## config.mk

```make
export PLATFORM = sky130hd
export DESIGN_NAME = mmrd_emit
export DESIGN_NICKNAME = d
export VERILOG_FILES = /design/src/rtl/core/mmrd_pkg.sv /design/src/rtl/core/mmrd_emit.sv
export SDC_FILE = /design/constraint.sdc
export NUM_CORES = 1
export LEC_CHECK = 0
export BUFFER_PORTS_ARGS = -buffer_cell sky130_fd_sc_hd__buf_2
export CAP_MARGIN = 20
export CELL_PAD_IN_SITES_DETAIL_PLACEMENT = 0
export CELL_PAD_IN_SITES_GLOBAL_PLACEMENT = 1
export CORE_UTILIZATION = 41
export DETAILED_ROUTE_END_ITERATION = 7
export PLACE_DENSITY_LB_ADDON = 0.1
export REMOVE_ABC_BUFFERS = 1
export SYNTH_ARGS = -nofsm -noshare
export SYNTH_HDL_FRONTEND = slang
export SYNTH_SLANG_ARGS = --single-unit
```

## constraint.sdc

```tcl
create_clock -name i_clk -period 3 [get_ports i_clk]
set_clock_uncertainty 0.1 [all_clocks]
set_input_delay 0 -clock i_clk [delete_from_list [all_inputs] [get_ports i_clk]]
set_output_delay 0 -clock i_clk [all_outputs]
set_load 0.02 [all_outputs]
```

## src/rtl/core/mmrd_pkg.sv

```systemverilog
`timescale 1ns / 1ps
// ----------------------------------------------------------------------------
// mmrd_pkg - shared definitions for the multiset merge repeat detector
// Command codes, controller states, default sizes and the control words that
// pass between the controller, the cell chain and the result stage.
// ----------------------------------------------------------------------------
package mmrd_pkg;

    // default sizes
    localparam int CAPACITY_DEF   = 128;
    localparam int VALUE_BITS_DEF = 32;

    // field widths fixed by the interface
    localparam int OP_BITS    = 2;
    localparam int IN_BITS    = 32;
    localparam int OUT_BITS   = 32;
    localparam int LEN_BITS   = 8;
    localparam int SKEW_BITS  = 8;
    localparam int PROD_BITS  = LEN_BITS + SKEW_BITS;
    localparam int WIDE_BITS  = 64;

    // skew ratio after reset
    localparam logic [SKEW_BITS-1:0] SKEW_RESET = 8'd40;

    // command codes carried by the op field
    typedef enum logic [OP_BITS-1:0] {
        OP_BEGIN  = 2'd0,
        OP_ELEM   = 2'd1,
        OP_FINISH = 2'd2
    } t_op;

    // controller states
    typedef enum logic {
        ST_IDLE,
        ST_DRAIN
    } t_state;

    // chain control: sorted insert of the broadcast value, or shift to head
    typedef struct packed {
        logic insert;
        logic shift;
    } t_chain_ctrl;

    // result stage control: look at the head word, or close the run
    typedef struct packed {
        logic step;
        logic flush;
    } t_emit_ctrl;

endpackage

```

## src/rtl/core/mmrd_emit.sv

```systemverilog
`timescale 1ns / 1ps
// ----------------------------------------------------------------------------
// mmrd_emit - repeat finder and result register
// Watches the ascending stream from the head of the store, reports each value
// seen at least twice once, holds one result back so the final one can carry
// the last mark, and drives the output word register.
// ----------------------------------------------------------------------------
module mmrd_emit #(
    parameter int VALUE_BITS = mmrd_pkg::VALUE_BITS_DEF
) (
    input  logic                          i_clk,
    input  logic                          i_rst_n,
    input  mmrd_pkg::t_emit_ctrl          i_ctrl,
    input  logic [VALUE_BITS-1:0]         i_head_value,
    input  logic                          i_overflow,
    input  logic                          i_out_ready,
    output logic                          o_out_valid,
    output logic [mmrd_pkg::OUT_BITS-1:0] o_repeat_value,
    output logic                          o_has_value,
    output logic                          o_last,
    output logic                          o_overflow,
    output logic                          o_slot_free
);
    import mmrd_pkg::*;

    logic                  r_prev_valid;
    logic [VALUE_BITS-1:0] r_prev_value;
    logic                  r_run_hit;
    logic                  r_pend_valid;
    logic [VALUE_BITS-1:0] r_pend_value;
    logic                  r_out_valid;
    logic [OUT_BITS-1:0]   r_out_value;
    logic                  r_out_has;
    logic                  r_out_last;
    logic                  r_out_ovf;
    logic                  w_eq;
    logic                  w_found;
    logic                  w_push;
    logic                  w_push_has;
    logic                  w_push_last;
    logic [WIDE_BITS-1:0]  w_pend_wide;

    // repeat detection on the head word
    assign w_eq    = r_prev_valid && (i_head_value == r_prev_value);
    assign w_found = i_ctrl.step && w_eq && !r_run_hit;

    // a held result goes out when a newer one appears or the run closes
    assign w_push      = (w_found && r_pend_valid) || i_ctrl.flush;
    assign w_push_has  = i_ctrl.flush ? r_pend_valid : 1'b1;
    assign w_push_last = i_ctrl.flush;
    assign w_pend_wide = WIDE_BITS'(r_pend_value);

    assign o_slot_free = !r_out_valid || i_out_ready;

    // control state of the finder
    always_ff @(posedge i_clk) begin
        if (!i_rst_n) begin
            r_prev_valid <= 1'b0;
            r_run_hit    <= 1'b0;
            r_pend_valid <= 1'b0;
            r_out_valid  <= 1'b0;
        end else begin
            if (i_ctrl.flush) begin
                r_prev_valid <= 1'b0;
                r_run_hit    <= 1'b0;
                r_pend_valid <= 1'b0;
            end else if (i_ctrl.step) begin
                r_prev_valid <= 1'b1;
                r_run_hit    <= w_eq;
                if (w_found) begin
                    r_pend_valid <= 1'b1;
                end
            end
            if (w_push) begin
                r_out_valid <= 1'b1;
            end else if (i_out_ready) begin
                r_out_valid <= 1'b0;
            end
        end
    end

    // payload registers
    always_ff @(posedge i_clk) begin
        if (i_ctrl.step) begin
            r_prev_value <= i_head_value;
        end
        if (w_found) begin
            r_pend_value <= i_head_value;
        end
        if (w_push) begin
            r_out_value <= w_push_has ? w_pend_wide[OUT_BITS-1:0] : '0;
            r_out_has   <= w_push_has;
            r_out_last  <= w_push_last;
            r_out_ovf   <= i_overflow;
        end
    end

    assign o_out_valid    = r_out_valid;
    assign o_repeat_value = r_out_value;
    assign o_has_value    = r_out_has;
    assign o_last         = r_out_last;
    assign o_overflow     = r_out_ovf;

endmodule

```

==> flow_summary.ini, run 1 <==
[run_status]
status = completed

[synthesis]
async_reset_ff_share_pct = 0
synth_area_leaders = edfxtp_1 76%, and2_1 5.1%, xnor2_1 4.5%
syn_inst = 235
seq_area_frac_synth_pct = 78.51
synth_area_leader_cell = edfxtp_1
netlist_area_um2 = 3889
synth-main-ff-cell = edfxtp_1
ys_seq_elements = 103
synthTopCellsByCount = 99 x edfxtp_1, 32 x and2_1, 26 x nand2b_1, 20 x xnor2_1, 14 x nand4_1
synth_most_common_cell = edfxtp_1
synth_edf_count = 99
ys_types = 21
yosysWarnings = 0
synth_top_area_share_pct = 76.45
syn_avg_cell_area_um2 = 16.55

[timing]
slew-limit-headroom_pct = 39.78
period_share_pct = 84.40
fin_hold_ws_ps = 113.2
slew_viol_final = 0
rsz0062_at_grt = no
period_needed_ps = 2532
worst_pin_slew_ps = 901.1
finalHoldViolations = 0
setup_violations = 0
max_freq_mhz = 395.0
layout_setup_ws_ps = 468.1

[global_routing]
grt_first_pass_wirelength_mm = 11.75
grtUsageTotal_pct = 15.99
grt_pass1_vias = 2260
grt_max_degree = 36
overflow = 0
antenna_found_initial = 0

[clock_tree]
hold_buffers = 36
cts_tree = done
root_buffer = clkbuf_8
htreeDepth = 3
path_clk_slew_ps = 100
numCtsBuffers = 9
cts_setup_buffers = 0
cts.path.max_buffers = 2
cts.repair.resized = 0
insertion_delay_ps = 360
clock-sinks = 103

[power_and_ir_drop]
netSwitchingPower_mw = 0.6575
comb_power_share_pct = 8.9
p_seq_share_pct = 57.3
powerDensity_nw_per_um2 = 577.0
irDropWorstVdd_mv = 0.2170
p_leak_nw = 1.837
p_sw_share_pct = 22.71
p_int_mw = 2.238
p_clk_share_pct = 33.8

[placement]
place_inst = 420
numPortBuffers = 74
dpl.hpwl_mm = 4.549
dpl_worst_slack_ps = 436.0
gp_congestion = 0.7395

[die]
die_h_um = 99.39
dieArea_um2 = 9878
rows = 35
io-pin-count = 75
die_w_um = 99.39
core-area_um2 = 9196
start_util_pct = 42.29

[drt]
wirelength_mm = 7.130
antenna_left = 0
via_per_inst = 4.691
drt_iter0_drc = 102
drc_errors = 0
first_pass_iters = 4
num_vias = 2214
wl_per_cell_um = 15.11

[run]
maxCapViolCount = 0

[hold_path]
min_path_type = in2reg

[setup_path]
critPathLaunchType = flop
worstPathArrival_ps = 2440
critPathCaptureType = flop
critPathKind = reg2reg
max_stage_delay_ps = 430
critPathBufInv = 1
cp_max_fo = 35
required_ps = 2910
crit_chain = xnor2_1, nand3_1, nor4_1, nand4_1, o21bai_4, buf_4
critPathSlowestCell = buf_4
cp_top_family = simple AND/OR/NAND/NOR gates

[final_layout]
nets = 394
stdcell_count = 472
multi_input_area_um2 = 820.8
area_growth_pct = 29.05
diodes = 0
drive_gt1_share_pct = 26.04
nFillCells = 765
register_area_um2 = 3053
==> state kept, by name, summed over array words and instances (netlist names) <==
name	count
r_prev_value	32
r_pend_valid	1
r_prev_valid	1
r_pend_value	32
o_has_value	1
o_repeat_value	32
o_last	1
r_run_hit	1
o_out_valid	1
o_overflow	1
==> power groups by stage <==
stage	logic, mW	clock network, mW	registers, mW
final	0.258	0.979	1.66
after CTS	0.262	1.02	1.66
after global placement	0.223	0	1.69
after detailed placement	0.225	0	1.69
after floorplan	0.0907	0	1.72
after global routing	0.284	1.06	1.67
==> metrics by stage <==
stage | utilization (%) | setup TNS [ps] | total power [mW] | instance area, um2
4_1_cts | 54.57 | 0 | 2.937 | 5019
2_1_floorplan | - | -9684 | 1.814 | 3877
3_3_place_gp | 48.20 | 0 | 1.913 | 4433
5_1_grt | 54.57 | 0 | 3.012 | 5019
6_report | 54.57 | 0 | 2.896 | 5019
3_5_place_dp | 48.20 | 0 | 1.916 | 4433
==> worst min-delay path, delay by kind of cell <==
family                 cells  cell delay [ps]
AND/OR/NAND/NOR            4              330
buffers and inverters      1              130
AO/OA/AOI/OAI              1               60
==> final cells by class <==
class,instances,share of cell area [%]
Tap cell,111,2.767
Sequential cell,103,60.83
Multi-Input combinational cell,125,16.36
Timing Repair Buffer,113,15.26
Inverter,4,0.2992
Clock inverter,7,2.019
Clock buffer,9,2.468
==> cell families after synthesis <==
group,share of synthesized area [%]
flip-flops,78.51
XOR/XNOR,4.505
AND/OR/NAND/NOR,15.15
buffers and inverters,0.6755
AO/OA/AOI/OAI,1.158
==> layer usage <==
metal	wire length [um]	up-vias	global-route usage, %
li1	-	1107	-
met1	3445	1041	21.78
met2	3314	56	25.16
met3	248	10	2.600
met4	122	0	7.805
met5	0	-	0
==> final timing paths <==
kind,from,endpoint,cells past startpoint,slack (ps)
setup / recovery,r_prev_value[30]$_DFFE_PP_,o_repeat_value[21]$_SDFFCE_PN0P_,6,470
hold reg to reg,r_pend_valid$_SDFFE_PP0P_,o_out_valid$_SDFFE_PN0P_,2,370
hold / removal,i_ctrl[1],r_run_hit$_SDFFE_PP0P_,6,110
setup reg to reg,r_prev_value[30]$_DFFE_PP_,o_repeat_value[21]$_SDFFCE_PN0P_,6,470
==> cells in the final DEF, fill, tap and decap left out <==
master / instances
and4bb_2: 1
and3_1: 1
nand4_1: 14
and2_1: 32
clkinv_1: 1
nor2b_1: 1
nand4b_1: 1
o21ai_0: 2
inv_1: 4
dfxtp_1: 4
nor4_1: 6
buf_12: 1
o21bai_4: 1
nand3_1: 5
nor3_1: 1
edfxtp_1: 99
inv_8: 1
o2111ai_1: 2
nor2_1: 2
bufinv_16: 2
xnor2_1: 20
nand2_1: 8
clkbuf_8: 9
nand2b_1: 26
inv_6: 3
a21oi_1: 2
buf_2: 74
dlygate4sd3_1: 36
buf_4: 2
No activity file was read; power rests on OpenSTA's default activity.
==> inputs of run 2 (changes only) <==
--- a/config.mk
+++ b/config.mk
@@ -9,7 +9,7 @@
 export CAP_MARGIN = 20
 export CELL_PAD_IN_SITES_DETAIL_PLACEMENT = 0
 export CELL_PAD_IN_SITES_GLOBAL_PLACEMENT = 1
-export CORE_UTILIZATION = 41
+export CORE_UTILIZATION = 45
 export DETAILED_ROUTE_END_ITERATION = 7
 export PLACE_DENSITY_LB_ADDON = 0.1
 export REMOVE_ABC_BUFFERS = 1
==> constraint.sdc (replaced) <==
create_clock -name i_clk -period 2.4 [get_ports i_clk]
set_clock_uncertainty 0.1 [all_clocks]
set_input_delay 0 -clock i_clk [delete_from_list [all_inputs] [get_ports i_clk]]
set_output_delay 0 -clock i_clk [all_outputs]
set_load 0.02 [all_outputs]
==> run 2 against run 1 <==
Net effect: final area up 0.70%; critical path depth unchanged; setup slack worse by 290 ps; wire length down 0.49%; critical path type unchanged; largest cell class unchanged.
==> flow_summary.ini, run 2 (synthesized netlist as in run 1, its figures left out) <==
[power_and_ir_drop]
p_sw_share_pct = 21.51
irDropWorstVdd_mv = 0.4594
totalPowerFinal_mw = 3.592
p_int_mw = 2.820
p_clk_share_pct = 33.1
p_seq_share_pct = 57.7
powerDensity_nw_per_um2 = 710.8
p_leak_nw = 1.859
comb_power_share_pct = 9.2
netSwitchingPower_mw = 0.7726

[drt]
num_vias = 2261
wirelength_mm = 7.095
via_per_inst = 4.821
drt_iter0_drc = 111
drc_errors = 0
top_layer = met4
first_pass_iters = 4
dr_wl_met3_um = 309
wl_per_cell_um = 15.13
wl_met2_mm = 3.317
wl_met1_mm = 3.371
antenna_left = 0

[placement]
dpl.hpwl_mm = 4.782
dpl_worst_slack_ps = 140.0
gp_congestion = 0.8153
numPortBuffers = 74
placed_area_um2 = 4481

[clock_tree]
root_buffer = clkbuf_8
cts_setup_buffers = 0
path_clk_slew_ps = 100
insertion_delay_ps = 350
clock-sinks = 103
htreeDepth = 3
cts.repair.resized = 0
cts_tree = done
numCtsBuffers = 9
hold_buffers = 35
cts.path.max_buffers = 2

[global_routing]
overflow = 0
grt_max_degree = 23
grt_pass1_vias = 2247
grtUsageTotal_pct = 17.25
grt_first_pass_wirelength_mm = 11.21
antenna_found_initial = 0

[hold_path]
min_from = i_ctrl[1]
hold_path_depth = 2
min_path_type = in2reg
holdPathEnd = r_prev_value[3]$_DFFE_PP_

[setup_path]
critPathCaptureType = flop
worstPathArrival_ps = 2180
timing.rr.end = o_repeat_value[0]$_SDFFCE_PN0P_
cp_max_fo = 20
rr_worst_depth = 6
worstReg2RegStart = r_prev_value[22]$_DFFE_PP_
required_ps = 2360
critPathLaunchType = flop
r2r_slack_ps = 180
critPathKind = reg2reg

[final_layout]
nets = 397
drive_gt1_share_pct = 26.92
layout_common_cells = 99 x edfxtp_1, 74 x buf_2, 35 x dlygate4sd3_1
layout_commonest_cell = edfxtp_1
area_growth_pct = 29.96
utilization_pct = 60.89
nFillCells = 669
diodes = 0
final_area_um2 = 5054

[die]
core-area_um2 = 8299
die_h_um = 94.96
rows = 33
start_util_pct = 46.86
io-pin-count = 75
dieArea_um2 = 9017
die_w_um = 94.96

[timing]
period_share_pct = 92.53
period_needed_ps = 2221
setup_violations = 0
slew_viol_final = 0
finalHoldViolations = 0
layout_setup_ws_ps = 179.4
worst_pin_slew_ps = 488.5
slew-limit-headroom_pct = 67.35
fin_hold_ws_ps = 57.78
rsz0062_at_grt = no
max_freq_mhz = 450.3

[run]
maxCapViolCount = 0

[run_status]
status = completed
## run 2: cell count changes in the layout (fill, tap and decap cells not counted), sizes merged
cell	delta
buf	+4
clkinvlp	+1
clkbuf	+2
dlygate4sd3	-1
inv	-3
## run 2: worst max path at each step
stage / from / end / cells past startpoint
global placement: r_prev_value[22]$_DFFE_PP_ / o_repeat_value[2]$_SDFFCE_PN0P_ / 6
floorplan: r_prev_value[30]$_DFFE_PP_ / o_has_value$_DFFE_PP_ / 5
detailed placement: r_prev_value[22]$_DFFE_PP_ / o_repeat_value[4]$_SDFFCE_PN0P_ / 6
global route: r_prev_value[18]$_DFFE_PP_ / r_pend_value[6]$_DFFE_PN_ / 6
CTS: r_prev_value[22]$_DFFE_PP_ / o_repeat_value[2]$_SDFFCE_PN0P_ / 6
finish: r_prev_value[22]$_DFFE_PP_ / o_repeat_value[0]$_SDFFCE_PN0P_ / 6
## run 2: critical path, stage by stage (launching register included)
cell      delay (ps)
edfxtp_1         410
xnor2_1          180
nand4_1          180
nor4_1           360
nand4_1          240
o21bai_4         240
buf_12           210
## run 2: power by group through the flow
stage	registers (mW)	logic, mW	clock network [mW]
after detailed placement	2.12	0.290	0
after global routing	2.08	0.363	1.29
after global placement	2.11	0.289	0
final	2.07	0.330	1.19
after CTS	2.07	0.335	1.23
after floorplan	2.15	0.113	0
## run 2: routing by layer
| metal | track usage, % | vias up |
|---|---|---|
| met5 | 0 | - |
| met4 | 6.566 | 0 |
| met3 | 3.382 | 9 |
| met2 | 26.86 | 63 |
| met1 | 23.99 | 1072 |
| li1 | - | 1117 |
## run 2: metrics by stage
stage | instances | setup TNS, ps
final | 469 | 0
after global routing | 469 | 0
after CTS | 469 | 0
after detailed placement | 418 | 0
after global placement | 418 | 0
after floorplan | 232 | -30680
## run 2: area by class of cell
type	count	area [um2]	area share (%)
Clock inverter	5	81.33	1.609
Clock buffer	11	141.4	2.798
Multi-Input combinational cell	125	820.8	16.24
Inverter	4	15.01	0.2971
Sequential cell	103	3053	60.41
Tap cell	105	131.4	2.600
Timing Repair Buffer	116	810.8	16.04
==> inputs of run 3 (changes only) <==
--- a/config.mk
+++ b/config.mk
@@ -12,6 +12,7 @@
 export CORE_UTILIZATION = 45
 export DETAILED_ROUTE_END_ITERATION = 7
 export PLACE_DENSITY_LB_ADDON = 0.1
+export RECOVER_POWER = 25
 export REMOVE_ABC_BUFFERS = 1
 export SYNTH_ARGS = -nofsm -noshare
 export SYNTH_HDL_FRONTEND = slang
==> run 3 against run 2 <==
Net effect: wire length down 0.20%; sequential cell count unchanged; critical path depth unchanged; count of clock-buffer cells in the layout unchanged.
==> flow_summary.ini, run 3 (synthesized netlist as in run 1, its figures left out) <==
[final_layout]
nets = 397
stdcell_count = 469
layout_common_cells = 99 x edfxtp_1, 58 x buf_2, 35 x dlygate4sd3_1
area_growth_pct = 29.34
utilization_pct = 60.61
drive_gt1_share_pct = 22.25
diodes = 0
layout_commonest_cell = edfxtp_1

[clock_tree]
cts.path.max_buffers = 2
root_buffer = clkbuf_8
numCtsBuffers = 9
cts.repair.resized = 0
hold_buffers = 35
insertion_delay_ps = 350
cts_setup_buffers = 0
path_clk_slew_ps = 100
clock-sinks = 103
htreeDepth = 3
cts_tree = done

[die]
dieArea_um2 = 9017
die_w_um = 94.96
io-pin-count = 75
core-area_um2 = 8299
start_util_pct = 46.86
rows = 33
die_h_um = 94.96

[timing]
period_needed_ps = 2220
rsz0062_at_grt = no
worst_pin_slew_ps = 799.0
slew_viol_final = 0
period_share_pct = 92.51
slew-limit-headroom_pct = 46.74
setup_violations = 0
setup_tns_ps = 0
layout_setup_ws_ps = 179.8
finalHoldViolations = 0
max_freq_mhz = 450.4

[power_and_ir_drop]
powerDensity_nw_per_um2 = 713.3
totalPowerFinal_mw = 3.588
p_leak_nw = 1.811
irDropWorstVdd_mv = 0.4595

[drt]
first_pass_iters = 4
drc_errors = 0
drt_iter0_drc = 122
num_vias = 2269
wirelength_mm = 7.081
via_per_inst = 4.838
antenna_left = 0
wl_per_cell_um = 15.10

[global_routing]
grt_first_pass_wirelength_mm = 11.21
overflow = 0
grt_max_degree = 23
antenna_found_initial = 0
grtUsageTotal_pct = 17.25
grt_pass1_vias = 2247

[setup_path]
cp_max_fo = 20
critPathCaptureType = flop
worstPathArrival_ps = 2180
required_ps = 2360
critPathKind = reg2reg
critPathLaunchType = flop

[placement]
dpl_worst_slack_ps = 140.0
dpl.hpwl_mm = 4.782
numPortBuffers = 74
place_inst = 418
gp_congestion = 0.8153

[run_status]
status = completed

[hold_path]
min_path_type = in2reg

[run]
maxCapViolCount = 0
[run 3: final timing paths]
| kind | cells past startpoint | startpoint | endpoint | slack [ps] |
|---|---|---|---|---|
| worst max-delay path | 6 | r_prev_value[22]$_DFFE_PP_ | o_repeat_value[0]$_SDFFCE_PN0P_ | 180 |
| worst min-delay path | 4 | i_out_ready | o_out_valid$_SDFFE_PN0P_ | 80 |
| worst max register to register | 6 | r_prev_value[22]$_DFFE_PP_ | o_repeat_value[0]$_SDFFCE_PN0P_ | 180 |
| worst min register to register | 1 | r_pend_value[23]$_DFFE_PN_ | o_repeat_value[23]$_SDFFCE_PN0P_ | 410 |
[run 3: critical path, stage by stage, from the launching register on]
cell      delay (ps)
edfxtp_1         410
xnor2_1          180
nand4_1          180
nor4_1           360
nand4_1          240
o21bai_4         240
buf_12           210
[run 3: per-layer routing]
| metal | wire length [um] | share of wire (%) | vias to the layer above | GRT usage (%) |
|---|---|---|---|---|
| met5 | 0 | 0 | - | 0 |
| met4 | 97 | 1.4 | 0 | 6.566 |
| met3 | 302 | 4.3 | 9 | 3.382 |
| met2 | 3302 | 47 | 61 | 26.86 |
| met1 | 3379 | 48 | 1082 | 23.99 |
| li1 | - | - | 1117 | - |
[run 3: power by group]
group	switching, mW	internal (mW)
clock	0.569	0.619
combinational	0.177	0.148
sequential	0.0268	2.05
[run 3: final cells by class]
cell class / count / area [um2]
clock buffer: 11 / 141.4
clock inverter: 5 / 81.33
fill: 679 / 3269
inverter: 4 / 15.01
multi-input combinational: 125 / 820.8
sequential: 103 / 3053
tap: 105 / 131.4
timing repair buffer: 116 / 787.0
[run 3: metrics by stage]
step	cell area, um2	hold slack, ps
after detailed placement	4481	87.30
after global routing	5030	87.56
after floorplan	3877	-1.131
after global placement	4481	81.61
final	5030	76.39
after CTS	5054	37.18
